`config.mk`:
```
export PLATFORM = sky130hd
export DESIGN_NAME = beat_rate_meter_flat
export DESIGN_NICKNAME = d
export VERILOG_FILES = /design/src/rtl/brm_pkg.sv /design/src/rtl/brm_channels.sv /design/src/rtl/brm_div.sv /design/src/rtl/beat_rate_meter.sv /design/src/flat_wrapper.sv
export SDC_FILE = /design/constraint.sdc
export NUM_CORES = 1
export LEC_CHECK = 0
export ABC_AREA = 1
export BUFFER_PORTS_ARGS = -buffer_cell sky130_fd_sc_hd__buf_4
export CAP_MARGIN = 5
export CORE_MARGIN = 5
export CORE_UTILIZATION = 55
export DETAILED_ROUTE_END_ITERATION = 10
export PLACE_DENSITY = 0.76
export SLEW_MARGIN = 30
export SYNTH_ARGS = -nofsm -noshare
export SYNTH_HDL_FRONTEND = slang
export SYNTH_SLANG_ARGS = --single-unit
```
`constraint.sdc`:
```
create_clock -name i_clk -period 2.66 [get_ports i_clk]
set_input_delay 0.532 -clock i_clk [delete_from_list [all_inputs] [get_ports i_clk]]
set_output_delay 0.532 -clock i_clk [all_outputs]
set_load 0.01 [all_outputs]
```
`src/rtl/brm_pkg.sv`:
```
// Shared types and constants for the beat rate meter.
`timescale 1ns / 1ps

package brm_pkg;

    // Field widths
    localparam int TIME_W = 32;
    localparam int BPM_W  = 20;

    // Milliseconds in one minute
    localparam int MS_PER_MINUTE = 60000;

    // Divider step count: one quotient bit per step
    localparam int DIV_STEPS = BPM_W;
    localparam int DIV_CNT_W = $clog2(DIV_STEPS);

    // Sequencer states
    typedef enum logic [1:0] {
        ST_IDLE,
        ST_DIV,
        ST_HOLD
    } t_state;

endpackage

```
`src/rtl/brm_channels.sv`:
```
// Valid/ready channel interfaces for beat input and rate output.
`timescale 1ns / 1ps

interface brm_beat_if;
    logic                        valid;
    logic                        ready;
    logic [brm_pkg::TIME_W-1:0]  beat_time_ms;

    modport source (output valid, output beat_time_ms, input ready);
    modport sink   (input valid, input beat_time_ms, output ready);
endinterface

interface brm_rate_if;
    logic                        valid;
    logic                        ready;
    logic [brm_pkg::BPM_W-1:0]   beats_per_minute;

    modport source (output valid, output beats_per_minute, input ready);
    modport sink   (input valid, input beats_per_minute, output ready);
endinterface

```
`src/rtl/brm_div.sv`:
```
// Restoring divider: one quotient bit per cycle, zero divisor saturates.
`timescale 1ns / 1ps

module brm_div (
    input  logic                        i_clk,
    input  logic                        i_rst_n,
    input  logic                        i_start,
    input  logic [brm_pkg::BPM_W-1:0]   i_dividend,
    input  logic [brm_pkg::TIME_W-1:0]  i_divisor,
    output logic                        o_done,
    output logic [brm_pkg::BPM_W-1:0]   o_quotient
);

    logic                                r_busy;
    logic                                r_done;
    logic [brm_pkg::DIV_CNT_W-1:0]       r_cnt;
    logic [brm_pkg::TIME_W-1:0]          r_rem;
    logic [brm_pkg::TIME_W-1:0]          r_div;
    logic [brm_pkg::BPM_W-1:0]           r_quo;

    logic [brm_pkg::TIME_W:0]            trial;
    logic [brm_pkg::TIME_W:0]            diff;
    logic                                q_bit;
    logic [brm_pkg::TIME_W-1:0]          n_rem;

    // Shared compare/subtract: bring down the next dividend bit
    always_comb begin
        trial = {r_rem, r_quo[brm_pkg::BPM_W-1]};
        diff  = trial - {1'b0, r_div};
        q_bit = (trial >= {1'b0, r_div});
        n_rem = q_bit ? diff[brm_pkg::TIME_W-1:0] : trial[brm_pkg::TIME_W-1:0];
    end

    // Control: start, step count, done pulse
    always_ff @(posedge i_clk) begin
        if (!i_rst_n) begin
            r_busy <= 1'b0;
            r_done <= 1'b0;
            r_cnt  <= '0;
        end else begin
            r_done <= 1'b0;
            if (i_start) begin
                r_cnt <= '0;
                if (i_divisor == '0) begin
                    r_done <= 1'b1;
                end else begin
                    r_busy <= 1'b1;
                end
            end else if (r_busy) begin
                r_cnt <= r_cnt + 1'b1;
                if (r_cnt == brm_pkg::DIV_CNT_W'(brm_pkg::DIV_STEPS - 1)) begin
                    r_busy <= 1'b0;
                    r_done <= 1'b1;
                end
            end
        end
    end

    // Datapath: dividend shifts out as quotient shifts in
    always_ff @(posedge i_clk) begin
        if (i_start) begin
            r_rem <= '0;
            r_div <= i_divisor;
            r_quo <= i_dividend;
        end else if (r_busy) begin
            r_rem <= n_rem;
            r_quo <= {r_quo[brm_pkg::BPM_W-2:0], q_bit};
        end
    end

    assign o_done     = r_done;
    assign o_quotient = r_quo;

endmodule

```
`src/rtl/beat_rate_meter.sv`:
```
// Beat rate meter top level: timestamp ring, sequencer and output register.
//
// Each accepted beat timestamp is written into a ring of the last BEATS beats.
// When the slot it replaces held an earlier beat (nonzero timestamp), one
// result is produced: 60000*BEATS divided by the wrapped 32-bit time between
// the two beats, truncated; a zero interval gives 60000*BEATS. Beats whose
// slot is empty produce no result and leave the block ready the next cycle.
// A beat that produces a result holds off the next input transfer while the
// shared restoring divider is started and retires one quotient bit per
// cycle, and until the result is loaded into the output register. A zero
// interval skips the divide steps.
// The block takes one beat at a time; a finished rate waits in the output
// register. New beats are held off while a divide runs and while a second
// finished rate waits for that register to drain. The ring is empty after reset.
`timescale 1ns / 1ps

module beat_rate_meter #(
    parameter int BEATS = 4
) (
    input  logic            i_clk,
    input  logic            i_rst_n,
    brm_beat_if.sink        i_beat,
    brm_rate_if.source      o_rate
);

    localparam int PTR_W = (BEATS > 1) ? $clog2(BEATS) : 1;
    localparam logic [brm_pkg::BPM_W-1:0] RATE_NUM =
        brm_pkg::BPM_W'(brm_pkg::MS_PER_MINUTE * BEATS);

    brm_pkg::t_state                     r_state;
    brm_pkg::t_state                     n_state;

    logic [brm_pkg::TIME_W-1:0]          r_ring [BEATS];
    logic [BEATS-1:0]                    r_ring_vld;
    logic [PTR_W-1:0]                    r_ptr;
    logic [PTR_W-1:0]                    n_ptr;

    logic                                r_out_vld;
    logic [brm_pkg::BPM_W-1:0]           r_out_bpm;

    logic [brm_pkg::TIME_W-1:0]          old_time;
    logic [brm_pkg::TIME_W-1:0]          elapsed;
    logic                                has_old;
    logic                                accept;
    logic                                out_free;
    logic                                in_ready;
    logic                                div_start;
    logic                                out_load;
    logic                                div_done;
    logic [brm_pkg::BPM_W-1:0]           div_quo;

    // Read the slot under the pointer; an unwritten slot reads as empty
    always_comb begin
        old_time = r_ring_vld[r_ptr] ? r_ring[r_ptr] : '0;
        has_old  = (old_time != '0);
        elapsed  = i_beat.beat_time_ms - old_time;
        n_ptr    = (r_ptr == PTR_W'(BEATS - 1)) ? '0 : r_ptr + 1'b1;
    end

    assign accept   = i_beat.valid && in_ready;
    assign out_free = !r_out_vld || o_rate.ready;

    // Next state
    always_comb begin
        n_state = r_state;
        case (r_state)
            brm_pkg::ST_IDLE: begin
                if (accept && has_old) n_state = brm_pkg::ST_DIV;
            end
            brm_pkg::ST_DIV: begin
                if (div_done) n_state = out_free ? brm_pkg::ST_IDLE : brm_pkg::ST_HOLD;
            end
            brm_pkg::ST_HOLD: begin
                if (out_free) n_state = brm_pkg::ST_IDLE;
            end
            default: n_state = brm_pkg::ST_IDLE;
        endcase
    end

    // Sequencer outputs
    always_comb begin
        in_ready  = 1'b0;
        div_start = 1'b0;
        out_load  = 1'b0;
        case (r_state)
            brm_pkg::ST_IDLE: begin
                in_ready  = 1'b1;
                div_start = i_beat.valid && has_old;
            end
            brm_pkg::ST_DIV: begin
                out_load = div_done && out_free;
            end
            brm_pkg::ST_HOLD: begin
                out_load = out_free;
            end
            default: begin
                in_ready = 1'b0;
            end
        endcase
    end

    always_ff @(posedge i_clk) begin
        if (!i_rst_n) begin
            r_state <= brm_pkg::ST_IDLE;
        end else begin
            r_state <= n_state;
        end
    end

    // Store the new beat and advance the pointer on every transfer
    always_ff @(posedge i_clk) begin
        if (!i_rst_n) begin
            r_ring_vld <= '0;
            r_ptr      <= '0;
        end else if (accept) begin
            r_ring_vld[r_ptr] <= 1'b1;
            r_ptr             <= n_ptr;
        end
    end

    always_ff @(posedge i_clk) begin
        if (accept) begin
            r_ring[r_ptr] <= i_beat.beat_time_ms;
        end
    end

    // Shared divider
    brm_div u_div (
        .i_clk      (i_clk),
        .i_rst_n    (i_rst_n),
        .i_start    (div_start),
        .i_dividend (RATE_NUM),
        .i_divisor  (elapsed),
        .o_done     (div_done),
        .o_quotient (div_quo)
    );

    // Output register: load a finished rate, drop it once transferred
    always_ff @(posedge i_clk) begin
        if (!i_rst_n) begin
            r_out_vld <= 1'b0;
        end else if (out_load) begin
            r_out_vld <= 1'b1;
        end else if (o_rate.ready) begin
            r_out_vld <= 1'b0;
        end
    end

    always_ff @(posedge i_clk) begin
        if (out_load) begin
            r_out_bpm <= div_quo;
        end
    end

    assign i_beat.ready            = in_ready;
    assign o_rate.valid            = r_out_vld;
    assign o_rate.beats_per_minute = r_out_bpm;

endmodule

```
`src/flat_wrapper.sv`:
```
// flat-port wrapper written by rule: the top's interface ports become plain ports
module beat_rate_meter_flat 
#(
    parameter int BEATS = 4
)
  (i_clk, i_rst_n, i_beat_valid, i_beat_beat_time_ms, i_beat_ready, o_rate_valid, o_rate_beats_per_minute, o_rate_ready);
  brm_beat_if i_beat_i ();
  brm_rate_if o_rate_i ();
  input  logic i_clk;
  input  logic i_rst_n;
  input wire logic [$bits(i_beat_i.valid)-1:0] i_beat_valid;
  input wire logic [$bits(i_beat_i.beat_time_ms)-1:0] i_beat_beat_time_ms;
  output wire logic [$bits(i_beat_i.ready)-1:0] i_beat_ready;
  output wire logic [$bits(o_rate_i.valid)-1:0] o_rate_valid;
  output wire logic [$bits(o_rate_i.beats_per_minute)-1:0] o_rate_beats_per_minute;
  input wire logic [$bits(o_rate_i.ready)-1:0] o_rate_ready;
  assign i_beat_i.valid = i_beat_valid;
  assign i_beat_i.beat_time_ms = i_beat_beat_time_ms;
  assign i_beat_ready = i_beat_i.ready;
  assign o_rate_valid = o_rate_i.valid;
  assign o_rate_beats_per_minute = o_rate_i.beats_per_minute;
  assign o_rate_i.ready = o_rate_ready;
  beat_rate_meter #(.BEATS(BEATS)) u_core (.i_clk(i_clk), .i_rst_n(i_rst_n), .i_beat(i_beat_i), .o_rate(o_rate_i));
endmodule
```
Word-level counts from Yosys, hierarchy flattened
Memories as Yosys holds them, arrays and structs flattened. A register that Yosys moved wholly into a read port is not among the register bits.
Cells that the tools add are included.

storage, ports and cells
  memories kept = 1
  input bits = 36
  output and inout bits = 22
  word-level logic and storage cells = 71
  flip-flop bits (word level) = 120
  bits in writable memories = 128

memories
  memory         depth  width  read ports  clocked after memory_dff  wr ports  line                   text
  u_core.r_ring  4      32     1           1                         1         beat_rate_meter.sv:33  logic [brm_pkg::TIME_W-1:0] r_ring [BEATS];

operators by class
  bitwise logic cells = 2
  equality and inequality tests = 8
  add/subtract/negate cells = 4
  $lt $le $gt $ge = 3
  reduce and logical (&&, ||, !) cells = 13
  mux-type cells = 29

operators by type and width
  cell                 count
  $mux 32              2
  $sub 32x32->32       2
  $ge 33x32->1         1
  $logic_not 32->1     1
  $reduce_bool 32->1   1
  $mux 1               16
  $mux 2               7
  $pmux 2 s3           1
  $add 5x1->5 const B  1
  $eq 5x5->1 const B   1
  $logic_and 1x1->1    5
  $eq 2x2->1 const B   2
  $ne 2x1->1 const B   2
  $ne 2x2->1 const B   2
  $or 4x4->4           1
  $lt 2x3->1 const B   1
  $reduce_and 3->1     1
  $add 2x1->2 const B  1
  $bmux 1 s2           1
  $demux 1 s2          1
  $eq 2x1->1 const B   1
  $ge 2x1->1 const B   1
  $logic_not 2->1      1
  $pmux 1 s2           1
  5 further kinds      5

Logic depth before layout (Yosys ltp)
Gate-level depths: netlist of run 1.

  depth in word-level cells = 7
  gate-level depth with buffers = 26
  gate-level depth less buffers = 24

Hierarchy
Synthesis of run 1 repeated with hierarchy kept, for this count alone.

unflattened totals
  cell total of the unflattened synthesis = 1847
  area total of the unflattened synthesis = 14610.3 µm²

by module, submodules not included
  module           seq. area each (µm²)  cells an instance  area each (µm²)  times used
  beat_rate_meter  4664.5                923                8380.5           1
  brm_div          2342.2                924                6229.7           1

Worst setup path after synthesis of run 1
Ideal clock, no wire load.

  kind = register -> register
  start point = register u_core.r_ptr[0]
  end point = register u_core.u_div.r_busy
  stages on the path, launching flop included = 23
  library setup time = 0.109 ns
  period minus slack after synthesis = 2.779 ns
  setup slack = -0.119 ns
  path buffers = 1
  required time = 2.551 ns
  arrival = 2.670 ns
  cell sequence = dfxtp_1 -> nor2_1 -> nor2_1 -> o21ai_1 -> nand2_1 -> buf_2 -> nand2_1 -> inv_1 -> ha_1 -> inv_1 -> fa_1 -> nand3_1 -> nand2_1 -> nand3_1 -> nand3_1 -> xnor2_1 -> nand2_1 -> nor2_1 -> nand3_1 -> nor2_1 -> nand4_1 -> nand2_1 -> inv_1

on the way
  longest elaborated chain between the ends = 7
  elaborated cells on any way between the ends = 10
  classes of those cells = add/sub (1); eq/ne (1); mux (5); reduce/logical (3)

RTL lines
  element                                                 line                    text
  start: declaration                                      beat_rate_meter.sv:35   logic [PTR_W-1:0] r_ptr;
  start signal: assignment                                beat_rate_meter.sv:117  r_ptr <= n_ptr;
  $bmux 1 s2 (*)                                          beat_rate_meter.sv:54   old_time = r_ring_vld[r_ptr] ? r_ring[r_ptr] : '0;
  $mux 1 (implied by the code) (*)                        beat_rate_meter.sv:54
  $mux 32 (*)                                             beat_rate_meter.sv:54
  branches (longest 4 deep; another with $sub 32x32->32)  -
  end signal: assignment                                  brm_div.sv:37           r_busy <= 1'b0;
  end signal: assignment                                  brm_div.sv:47           r_busy <= 1'b1;
  end signal: assignment                                  brm_div.sv:52           r_busy <= 1'b0;
  end: declaration                                        brm_div.sv:14           logic r_busy;

Every way passes the cells marked *. The select of a mux whose other input is x is not followed.
A chain may end at the register's enable or synchronous reset.

==> metrics.md, run 1 <==
| Metric | Value |
|---|---|
| Initial antenna violation count | 0 |
| Placed Instances | roughly 2400 |
| P per Cell Area | between 800 and 900 nW/um^2 |
| Mapped Nets | 1956 |
| Leak Pwr | 8.94 nW |
| Max Root-Sink Buffers | 3 |
| Slew HR | 0.414 |
| TritonCTS clock tree | done |
| Post-synthesis sequential area ratio | 0.473 |
| Critical Path Sink Type | flip-flop |
| Critical path type | flip-flop to flip-flop |
| Peak supply drop | 754 uV |
| Remaining DRCs | 0 |
| Hold path depth | 1 |
| Crit path max fanout | 7 |
| Clk root buf | clkbuf_16 |
| Commonest non-fill, non-tap cell in the layout | nand2_1 |
| Largest net degree at the start of global routing | slightly above 80 |
| Number of max-cap violations | 0 |
| Share of layout cells above drive strength 1 | 0.282 |
| Critical Path Source Type | flip-flop |
| Vias | ~14000 |
| Least-Margin Pin Slew | between 0.8 and 0.9 ns |
| Critical path arrival | approximately 3.6 ns |
| Core ar. | 25900 um^2 |
| IO Pins | between 50 and 60 |
| Ant diodes | 0 |
| Syn avg cell area | a little under 8 um^2 |
| Final nets | 2239 |
| First-pass GRT wire length | 65700 um |
| Skew final | about 0.015 ns |
| Non-Filler Instances | roughly 2500 |
| Synthesized cell area | ~14000 um^2 |
| Status | finished with violations |
| Final period util | 1.19 |
| Vias per std cell | 5.50 |
| DP HPWL | around 30000 um |
| Chip height | ~170 um |
| Die span in x | approximately 170 um |
| Commonest cells after routing, fill and taps aside | nand2_1 (397), buf_4 (272), inv_1 (233), nor2_1 (228), edfxtp_1 (180) |
| Pre-CTS setup slack | -0.517 ns |
| Routability congestion estimate | between 0.9 and 1 |
| Fin. Hold Viols | 0 |
| Setup ws final | -0.497 ns |
| Failing checks | negative setup slack |
| DR iter-0 viols | about 1100 |
| H-Tree Depth | 1 |
| Post-synth EDFFs | 180 |
| Global Route Usage Sum | 0.278 |
| Clock Pin Slew Worst Setup and Hold Paths | 0.06 ns |
| Dpl cell area | between 15000 and 20000 um^2 |
| Max Freq | roughly 320 MHz |
| Synth cell types | 40 |
| Die area | between 20000 and 30000 um^2 |
| Clk_lat worst skew | 0.54 ns |
| Starting density of the core | 0.555 |
| RSZ-0062 raised after global routing | true |
| Post-Route WL | ~44000 um |
| Number of global-route vias before repair | between 10000 and 15000 |
| Fin util | 0.746 |
| Syn. warnings | 0 |
| Max-slew violations | 0 |
| Post-route cell area | between 15000 and 20000 um^2 |
| Ranking of synthesized cells by area | edfxtp_1 (38%), nand2_1 (13%), dfxtp_1 (9.7%) |
| Cell row count | between 50 and 60 |
| WP data required | between 3 and 4 ns |
| Input/output buffers | 57 |
| Area share of the largest cell type after synthesis | 0.376 |
| Synthesized flop and latch total | 250 |
| FILL cells | roughly 1800 |
| Min Tclk post-route | between 3 and 4 ns |
| Cells after synthesis | 1844 |
| Async S/R FF share, synth | 0 |
| Ys flop type | edfxtp_1 |
| Clock sink count | 250 |
| HP Class | primary input to flip-flop |
| Worst r2r path cells | 23 |
| TritonCTS buffer count | 26 |
| Tot Pwr | 16.5 mW |
| Post-DR wirelength/cell | between 15 and 20 um |
| Remaining global-route overflow | 0 |
| Top cell type by total area after synthesis | edfxtp_1 |
| P&R area growth vs syn | 34.5% |
| First-pass DRT Iterations | 6 |
| DRT antenna net count | 0 |
| # setup viols final | 21 |
[state kept, by name (all words and copies together), names as in the netlist, named ones only]
| name | cells |
|---|---|
| u_core.r_ring | 128 |
| u_core.u_div.r_div | 32 |
| u_core.r_ring_vld | 4 |
| u_core.r_ptr | 2 |
| u_core.u_div.r_cnt | 5 |
| u_core.u_div.o_quotient | 20 |
| u_core.u_div.r_busy | 1 |
| u_core.o_rate.beats_per_minute | 20 |
| u_core.u_div.r_rem | 32 |
| u_core.r_state | 2 |
| u_core.o_rate.valid | 1 |
| u_core.u_div.o_done | 1 |
[path summary, 6_finish.rpt]
path / slack (ns) / to / start
worst max register to register: -0.50 / u_core.u_div.r_busy / flip-flop
worst min register to register: 0.43 / u_core.o_rate.beats_per_minute[18] / u_core.u_div.o_quotient[18]
worst max-delay path: -0.50 / u_core.u_div.r_busy / flip-flop
worst min-delay path: 0.23 / u_core.r_ring[1][29] / i_beat_beat_time_ms[29]
[metal layers]
| layer | vias up | wire length [um] | track usage | part of all wire |
|---|---|---|---|---|
| met3 | 142 | 2360 | 0.0271 | 0.053 |
| li1 | 6583 | - | - | - |
| met2 | 529 | 22900 | 0.511 | 0.52 |
| met1 | 6400 | 16900 | 0.339 | 0.38 |
| met4 | 0 | 2160 | 0.103 | 0.049 |
| met5 | - | 0 | 0 | 0 |
[cells in the mapped netlist, types with 20 or more instances]
master	count
inv_1	252
nand4_1	48
o21ai_0	78
o21ai_1	43
dfxtp_1	70
nand3_1	102
xor2_1	20
nand2_1	494
clkbuf_1	20
ha_1	74
buf_2	23
a21oi_1	81
nor2_1	265
edfxtp_1	180
[critical path: stages (launching register included)]
cell and delay [ns]:
dfxtp_4 0.47, buf_6 0.14, buf_16 0.12, nor2_4 0.03, nor2_1 0.13, o21ai_1 0.08, o21ai_1 0.13, nand2_2 0.13
ha_4 0.34, nand2_4 0.08, nor2_4 0.10, nand3_2 0.09, nand2_2 0.11, nand2_2 0.09, nand2_4 0.11, nand2_1 0.07
nand2_1 0.11, nand2_1 0.07, nor2_2 0.17, nand3_2 0.11, nor2_4 0.14, nand4_1 0.08, nand2_1 0.10, inv_1 0.03
[report_power, final]
group          switching, mW  internal [mW]  leakage, nW  total, mW
Combinational           4.57           3.52         6.32       8.09
Clock                   1.45           1.98        0.391       3.44
Sequential             0.206           4.81         2.23       5.02
Total                   6.23           10.3         8.94       16.5
[through the flow]
stage | TNS (ns) | hold slack (ns)
global placement | -3.34 | 0.416
global route | -9.81 | 0.221
CTS | -1.44 | 0.216
finish | -4.16 | 0.230
floorplan | 0 | 0.408
detailed placement | -3.27 | 0.419
[what timing repair did]
action | in CTS | in global routing
setup buffers | 19 | 24
hold endpoints to repair | 0 | 0
hold buffers | 0 | 0
gates resized for setup | 139 | 198
pin swaps | 46 | 87
endpoints found under the setup margin | 23 | 110
cloned | 7 | 6
[cells by family after synthesis]
family,after synthesis,share of synthesized area
XOR/XNOR,32,0.0195
buffers and inverters,308,0.0837
adder cells (fa/ha/maj),76,0.0672
AO/OA/AOI/OAI,230,0.0851
AND/OR/NAND/NOR,948,0.271
flip-flops,250,0.473
[cell type report]
| class | count | area (um^2) | share of cell area |
|---|---|---|---|
| Multi-Input combinational cell | 1286 | 7590 | 0.392 |
| Sequential cell | 250 | 6820 | 0.353 |
| Timing Repair Buffer | 305 | 2700 | 0.140 |
| Inverter | 258 | 991 | 0.0512 |
| Clock buffer | 40 | 764 | 0.0395 |
| Tap cell | 335 | 419 | 0.0217 |
| Clock inverter | 8 | 52.6 | 0.00272 |
Note: power is estimated with default switching activity, not from simulation.
==> inputs of run 2 (changes only) <==
--- a/config.mk
+++ b/config.mk
@@ -5,7 +5,6 @@
 export SDC_FILE = /design/constraint.sdc
 export NUM_CORES = 1
 export LEC_CHECK = 0
-export ABC_AREA = 1
 export BUFFER_PORTS_ARGS = -buffer_cell sky130_fd_sc_hd__buf_4
 export CAP_MARGIN = 5
 export CORE_MARGIN = 5
==> run 2 against run 1 <==
Compared with the run above: the run still ends with negative setup slack left; clock power up 2%; combinational power up 40%; total power up 24%; area after synthesis down 9.1%; clock skew up 0.012 ns; worst setup slack worse by 1.6 ns; fmax down 33%; worst hold slack worse by 0.019 ns; first-iteration DRC count down 24%; synthesized cell count down 39%; highest routed layer unchanged; largest power group unchanged; via count down 21%.
==> metrics.md, run 2 <==
| Metric | Value |
|---|---|
| Syn. warnings | 0 (unchanged) |
| Peak supply drop | 707 uV (-6.3%) |
| Ranking of synthesized cells by area | edfxtp_1 (41%), dfxtp_1 (11%), ha_1 (7.1%) |
| Hold path depth | 1 (unchanged) |
| Biggest register | u_core.r_ring |
| Slew HR | 0.405 (-0.00929) |
| Leak Pwr | 7.34 nW (-18%) |
| Starting density of the core | 0.557 (+0.00221) |
| Clock sink count | 250 (unchanged) |
| CP startpoint | u_core.r_ptr[0] |
| Async S/R FF share, synth | 0 (unchanged) |
| Global Route Usage Sum | 0.269 (-0.00960) |
| Min Tclk post-route | 4.72 ns (+1.56 ns) |
| Ant diodes | 0 (unchanged) |
| Core ar. | 23500 um^2 (-9.4%) |
| Number of global-route vias before repair | 10900 (-16%) |
| Synth top cells by count | edfxtp_1 (180), nand2_1 (88), nor2_1 (85) |
| Critical path arrival | 5.12 ns (+1.53 ns) |
| WP data required | 3.06 ns (-0.03 ns) |
| Skew final | 0.0261 ns (+0.0115 ns) |
| Crit path max fanout | 5 (-2) |
| IO Pins | 58 (unchanged) |
| Die span in x | 164 um (-4.4%) |
| Initial antenna violation count | 0 (unchanged) |
| Area share of the largest cell type after synthesis | 0.413 (+0.0374) |
| Largest net degree at the start of global routing | 82 (unchanged) |
| Fin. Hold Viols | 0 (unchanged) |
| Largest register FFs | 128 (unchanged) |
| Max Root-Sink Buffers | 3 (unchanged) |
| Synthesized flop and latch total | 250 (unchanged) |
| Dpl cell area | 16000 um^2 (-3.4%) |
| Remaining DRCs | 0 (unchanged) |
| Remaining global-route overflow | 0 (unchanged) |
| Mapped Nets | 1239 (-37%) |
| Post-Route WL | 38200 um (-14%) |
| Worst r2r path cells | 17 (-26%) |
| TritonCTS buffer count | 26 (unchanged) |
| DRT antenna net count | 0 (unchanged) |
| Commonest non-fill, non-tap cell in the layout | buf_4 |
| Commonest cells after routing, fill and taps aside | buf_4 (327), edfxtp_1 (180), nor2_1 (81), dfxtp_1 (67), nand2_1 (63) |
| Least-Margin Pin Slew | 0.893 ns (+0.0139 ns) |
| Syn avg cell area | 11.6 um^2 (+49%) |
| Failing checks | negative setup slack |
| H-Tree Depth | 1 (unchanged) |
| DR iter-0 viols | 857 (-24%) |
| Critical Path Source Type | flip-flop |
| Chip height | 164 um (-4.4%) |
| Input/output buffers | 57 (unchanged) |
| # setup viols final | 119 (+470%) |
| Hold path start | i_beat_beat_time_ms[30] |
| Clk root buf | clkbuf_16 |
| Post-synthesis sequential area ratio | 0.521 (+0.0471) |
| Clk_lat worst skew | 0.54 ns (about the same) |
| Max-slew violations | 0 (unchanged) |
| RSZ-0062 raised after global routing | true |
| Top-count cell post-synth | edfxtp_1 |
| Vias | 10800 (-21%) |
| Ys flop type | edfxtp_1 |
| Critical Path Sink Type | flip-flop |
| First-pass DRT Iterations | 5 (-1) |
| Share of layout cells above drive strength 1 | 0.414 (+0.132) |
| Post-route cell area | 18400 um^2 (-5.0%) |
| FILL cells | 1355 (-26%) |
| Synthesized cell area | 13100 um^2 (-9.1%) |
| Post-DR wirelength/cell | 21.1 um (+18%) |
| Die area | 27000 um^2 (-8.5%) |
| Number of max-cap violations | 0 (unchanged) |
| Regs by FF count | u_core.r_ring: 128 flops, u_core.u_div.r_div: 32 flops, u_core.u_div.r_rem: 32 flops |
| P per Cell Area | 1110 nW/um^2 (+30%) |
| RR Startpoint | u_core.r_ptr[0] |
| TritonCTS clock tree | done |
| Tot Pwr | 20.4 mW (+24%) |
| Critical path type | flip-flop to flip-flop |
| Hold Worst Slack | 0.211 ns (-0.0190 ns) |
| Routability congestion estimate | 1.07 (+12%) |
| Final period util | 1.77 (+0.587) |
| P&R area growth vs syn | 40.5% |
| Post-synth EDFFs | 180 (unchanged) |
| DP HPWL | 24400 um (-18%) |
| Cells after synthesis | 1127 (-39%) |
| HP Class | primary input to flip-flop |
| Final nets | 1587 (-29%) |
| Max Freq | 212 MHz (-33%) |
| Setup ws final | -2.06 ns (-1.56 ns) |
| Pre-CTS setup slack | -2.01 ns (-1.50 ns) |
| Cell row count | 56 (-5.1%) |
| Status | finished with violations |
| First-pass GRT wire length | 57100 um (-13%) |
| Vias per std cell | 5.96 (+8.4%) |
| Synth cell types | 71 (+78%) |
| Total negative setup slack | -34.60 ns (-30.44 ns) |
| Top cell type by total area after synthesis | edfxtp_1 |
| Clock Pin Slew Worst Setup and Hold Paths | 0.07 ns (about the same) |
==> run 2: worst paths after layout <==
check                           slack (ns)                                 end
worst max-delay path                 -2.06                 u_core.u_div.r_busy
worst min-delay path                  0.21                u_core.r_ring[2][30]
worst max register to register       -2.06                 u_core.u_div.r_busy
worst min register to register        0.45  u_core.o_rate.beats_per_minute[14]
==> run 2: cells by family after synthesis <==
group	share of synthesized area
buf+inv	0.0320
xor+xnor	0.0368
fa+ha+maj	0.0739
compound gates	0.147
flops	0.521
mux	0.0770
simple gates	0.113
==> run 2: timing repair <==
action / 4_1_cts / 5_1_grt
setup buffers: 37 / 14
resized for setup: 157 / 50
setup endpoints to repair: 118 / 120
gates cloned: 4 / 0
hold buffers: 0 / 0
pin swaps: 79 / 30
==> run 2: layout make-up <==
type                       count  area [um^2]  area share
clock buffer                  32          714      0.0389
tap                          319          399      0.0217
timing repair buffer         370         3100       0.169
inverter                      57          214      0.0116
sequential                   250         6820       0.371
clock inverter                16          124     0.00674
multi-input combinational    770         7000       0.381
==> run 2: worst max-delay path, stage by stage, from the launching register on <==
cell	delay [ns]
dfxtp_4	0.35
mux4_2	0.38
buf_4	0.13
and2_1	0.12
ha_2	0.18
inv_2	0.05
fa_2	0.41
a211oi_4	0.26
o21ai_1	0.09
buf_4	0.17
nand3b_1	0.14
o211ai_2	0.12
a31oi_1	0.21
xnor2_1	0.14
or4_1	0.55
or4_4	0.54
or4_4	0.45
o311a_1	0.30
==> run 2: per-stage QoR <==
stage,utilization,cells
detailed placement,0.682,1721
CTS,0.767,1801
finish,0.782,1814
floorplan,-,1127
global route,0.782,1814
global placement,0.682,1721
==> run 2: metal layers <==
layer,GRT usage,wire (um)
met5,0,0
met4,0.124,2230
met3,0.0354,2230
met2,0.477,19400
met1,0.325,14400
==> run 2: power breakdown <==
part	switching (mW)	internal, mW
logic	5.75	5.59
clock network	1.51	2.01
registers	0.433	5.14
==> inputs of run 3 (changes only) <==
--- a/config.mk
+++ b/config.mk
@@ -5,12 +5,14 @@
 export SDC_FILE = /design/constraint.sdc
 export NUM_CORES = 1
 export LEC_CHECK = 0
-export BUFFER_PORTS_ARGS = -buffer_cell sky130_fd_sc_hd__buf_4
+export ABC_AREA = 1
 export CAP_MARGIN = 5
 export CORE_MARGIN = 5
 export CORE_UTILIZATION = 55
 export DETAILED_ROUTE_END_ITERATION = 10
-export PLACE_DENSITY = 0.76
+export DONT_BUFFER_PORTS = 1
+export PLACE_DENSITY = 0.74
+export RECOVER_POWER = 25
 export SLEW_MARGIN = 30
 export SYNTH_ARGS = -nofsm -noshare
 export SYNTH_HDL_FRONTEND = slang
==> run 3 against run 2 <==
Compared with the run above: the flow still finishes with violations (negative setup slack); non-clock buffer count down 162; worst setup slack better by 1.5 ns; utilization fell by 7.3 points; sequential power down 10%; largest cell class unchanged.
==> metrics.md, run 3 (synthesis results as in run 1) <==
| Metric | Value |
|---|---|
| Die span in x | 172 um (+4.6%) |
| Final period util | 1.21 (-0.568) |
| Input/output buffers | 0 (-100%) |
| Core ar. | 25900 um^2 (+10%) |
| Ant diodes | 0 (unchanged) |
| DP HPWL | 28600 um (+17%) |
| Least-Margin Pin Slew | 0.818 ns (-0.0749 ns) |
| Fin. Hold Viols | 0 (unchanged) |
| Sequential Power Share | 0.310 (+0.037) |
| Clock sink count | 250 (unchanged) |
| Commonest cells after routing, fill and taps aside | nand2_1 (424), inv_1 (246), nor2_1 (232), edfxtp_1 (180), buf_4 (177) |
| TritonCTS buffer count | 25 (-3.8%) |
| Clk root buf | clkbuf_16 |
| Largest register FFs | 128 (unchanged) |
| Placed Instances | 2306 (+34%) |
| Hold path depth | 0 (-1) |
| Clock Pin Slew Worst Setup and Hold Paths | 0.06 ns (about the same) |
| Starting density of the core | 0.555 (-0.00221) |
| Hold Worst Slack | 0.0906 ns (-0.120 ns) |
| TritonCTS clock tree | done |
| Biggest register | u_core.r_ring |
| Non-Filler Instances | 2382 (+31%) |
| Max-slew violations | 0 (unchanged) |
| Post-DR wirelength/cell | 17.6 um (-17%) |
| Total negative setup slack | -4.24 ns (+30.35 ns) |
| H-Tree Depth | 1 (unchanged) |
| Setup ws final | -0.548 ns (+1.51 ns) |
| FILL cells | 1944 (+43%) |
| Crit path max fanout | 4 (-1) |
| Post-Route WL | 41800 um (+9.5%) |
| Fin util | 0.710 (-0.0726) |
| First-pass DRT Iterations | 6 (+1) |
| DR iter-0 viols | 1142 (+33%) |
| Vias per std cell | 5.50 (-7.7%) |
| Routability congestion estimate | 0.976 (-8.8%) |
| Max Root-Sink Buffers | 3 (unchanged) |
| Tot Pwr | 16.2 mW (-21%) |
| Int Pwr | 10.2 mW (-20%) |
| Die area | 29500 um^2 (+9.3%) |
| Clk_lat worst skew | 0.53 ns (about the same) |
| RSZ-0062 raised after global routing | true |
| Storage cell area | 6820 um^2 (about the same) |
| Hold_buf cts | 0 (unchanged) |
| Remaining global-route overflow | 0 (unchanged) |
| Chip height | 172 um (+4.6%) |
| Skew final | 0.0258 ns (-0.000230 ns) |
| Hold path start | i_beat_beat_time_ms[18] |
| Combinational power share | 0.463 (-0.092) |
| Remaining DRCs | 0 (unchanged) |
| Global Route Usage Sum | 0.262 (-0.00668) |
| Peak supply drop | 756 uV (+6.9%) |
| P&R area growth vs syn | 27.9% |
| Number of global-route vias before repair | 12500 (+14%) |
| IO Pins | 58 (unchanged) |
| Leak Pwr | 8.41 nW (+15%) |
| P per Cell Area | 879 nW/um^2 (-21%) |
| Initial antenna violation count | 0 (unchanged) |
| First-pass GRT wire length | 61900 um (+8.4%) |
| P_sw | 5.94 mW (-23%) |
| Clock Power Share | 0.227 (+0.055) |
| Regs by FF count | u_core.r_ring: 128 flops, u_core.u_div.r_div: 32 flops, u_core.u_div.r_rem: 32 flops |
| Vias | 13100 (+21%) |
| Failing checks | negative setup slack |
| Share of layout cells above drive strength 1 | 0.223 (-0.191) |
| Multi-input logic area | 7410 um^2 (+5.9%) |
| Largest net degree at the start of global routing | 34 (-59%) |
| Final nets | 2141 (+35%) |
| Critical Path Sink Type | flip-flop |
| Max Freq | 312 MHz (+47%) |
| DRT antenna net count | 0 (unchanged) |
| Number of max-cap violations | 0 (unchanged) |
| Status | finished with violations |
| Min Tclk post-route | 3.21 ns (-1.51 ns) |
| Worst r2r path cells | 24 (+7) |
| Net Sw Frac | 0.368 (-0.00888) |
| HP Class | primary input to flip-flop |
| Critical path arrival | 3.62 ns (-1.50 ns) |
| Commonest non-fill, non-tap cell in the layout | nand2_1 |
| # setup viols final | 21 (-82%) |
| Cell row count | 59 (+5.4%) |
| Slew HR | 0.451 (+0.0466) |
| Critical path type | flip-flop to flip-flop |
| WP data required | 3.07 ns (about the same) |
| Critical Path Source Type | flip-flop |
==> run 3: cell count changes in the layout (fill, tap and decap cells not counted), sizes merged, moves of 12 or more <==
| cell | delta |
|---|---|
| and3 | -12 |
| inv | +201 |
| nand2b | -14 |
| a21o | -23 |
| a211oi | -29 |
| nand4 | +27 |
| nand3 | +94 |
| nor2 | +180 |
| o21ai | +82 |
| mux4 | -33 |
| xnor2 | -15 |
| mux2i | -23 |
| nand2 | +410 |
| buf | -167 |
==> run 3: cell type report <==
type                    instances  share of cell area
repair buffers                208               0.103
well taps                     335              0.0228
clock inverters                14             0.00918
flip-flops and latches        250               0.371
multi-input cells            1286               0.403
clock buffers                  31              0.0376
inverters                     258              0.0538
==> run 3: worst paths after layout <==
kind	to	slack, ns
max	u_core.u_div.r_busy	-0.55
min	u_core.r_ring[2][18]	0.09
max reg2reg	u_core.u_div.r_busy	-0.55
min reg2reg	u_core.o_rate.beats_per_minute[18]	0.43
==> run 3: per-stage QoR <==
step | area, um^2 | setup WS [ns]
finish | 18400 | -0.548
CTS | 17600 | -0.319
floorplan | 14400 | 0.00162
global route | 18400 | -0.796
global placement | 16000 | -0.592
detailed placement | 16000 | -0.606
==> run 3: critical path, cell delays in order (launching register included) <==
cell	delay, ns
dfxtp_4	0.38
inv_2	0.07
buf_4	0.14
nor2_1	0.11
o21ai_1	0.10
nand2_1	0.11
nand2_2	0.09
inv_2	0.08
ha_4	0.15
inv_4	0.04
fa_2	0.42
nand3_2	0.13
nand2_4	0.08
nand2_1	0.08
nand2_1	0.09
nand2_1	0.09
nand2_1	0.08
nor2_1	0.09
nand3_1	0.14
nor2_2	0.16
nand3_2	0.10
nor2_2	0.14
nand4_1	0.08
nand2_1	0.08
inv_1	0.03
==> run 3: power by group through the flow <==
stage | Combinational (mW) | Sequential [mW] | Clock, mW
6_report | 7.49 | 5.01 | 3.66
3_5_place_dp | 5.87 | 5.07 | 0
3_3_place_gp | 5.80 | 5.05 | 0
2_1_floorplan | 3.49 | 5.00 | 0
4_1_cts | 6.49 | 5.00 | 3.71
5_1_grt | 8.12 | 5.05 | 3.89
==> run 3: metal layers <==
layer	up-vias	GRT usage	share of wire
li1	6388	-	-
met1	6084	0.328	0.39
met2	511	0.469	0.50
met3	121	0.0359	0.063
met4	0	0.0851	0.047
met5	-	0	0
==> run 3: what timing repair did <==
| action | CTS | global route |
|---|---|---|
| gates cloned | 2 | 5 |
| pin swaps | 13 | 49 |
| gates resized for setup | 119 | 135 |
| endpoints found under the hold margin | 0 | 0 |
| setup buffers | 6 | 18 |
| setup endpoints to repair | 22 | 91 |
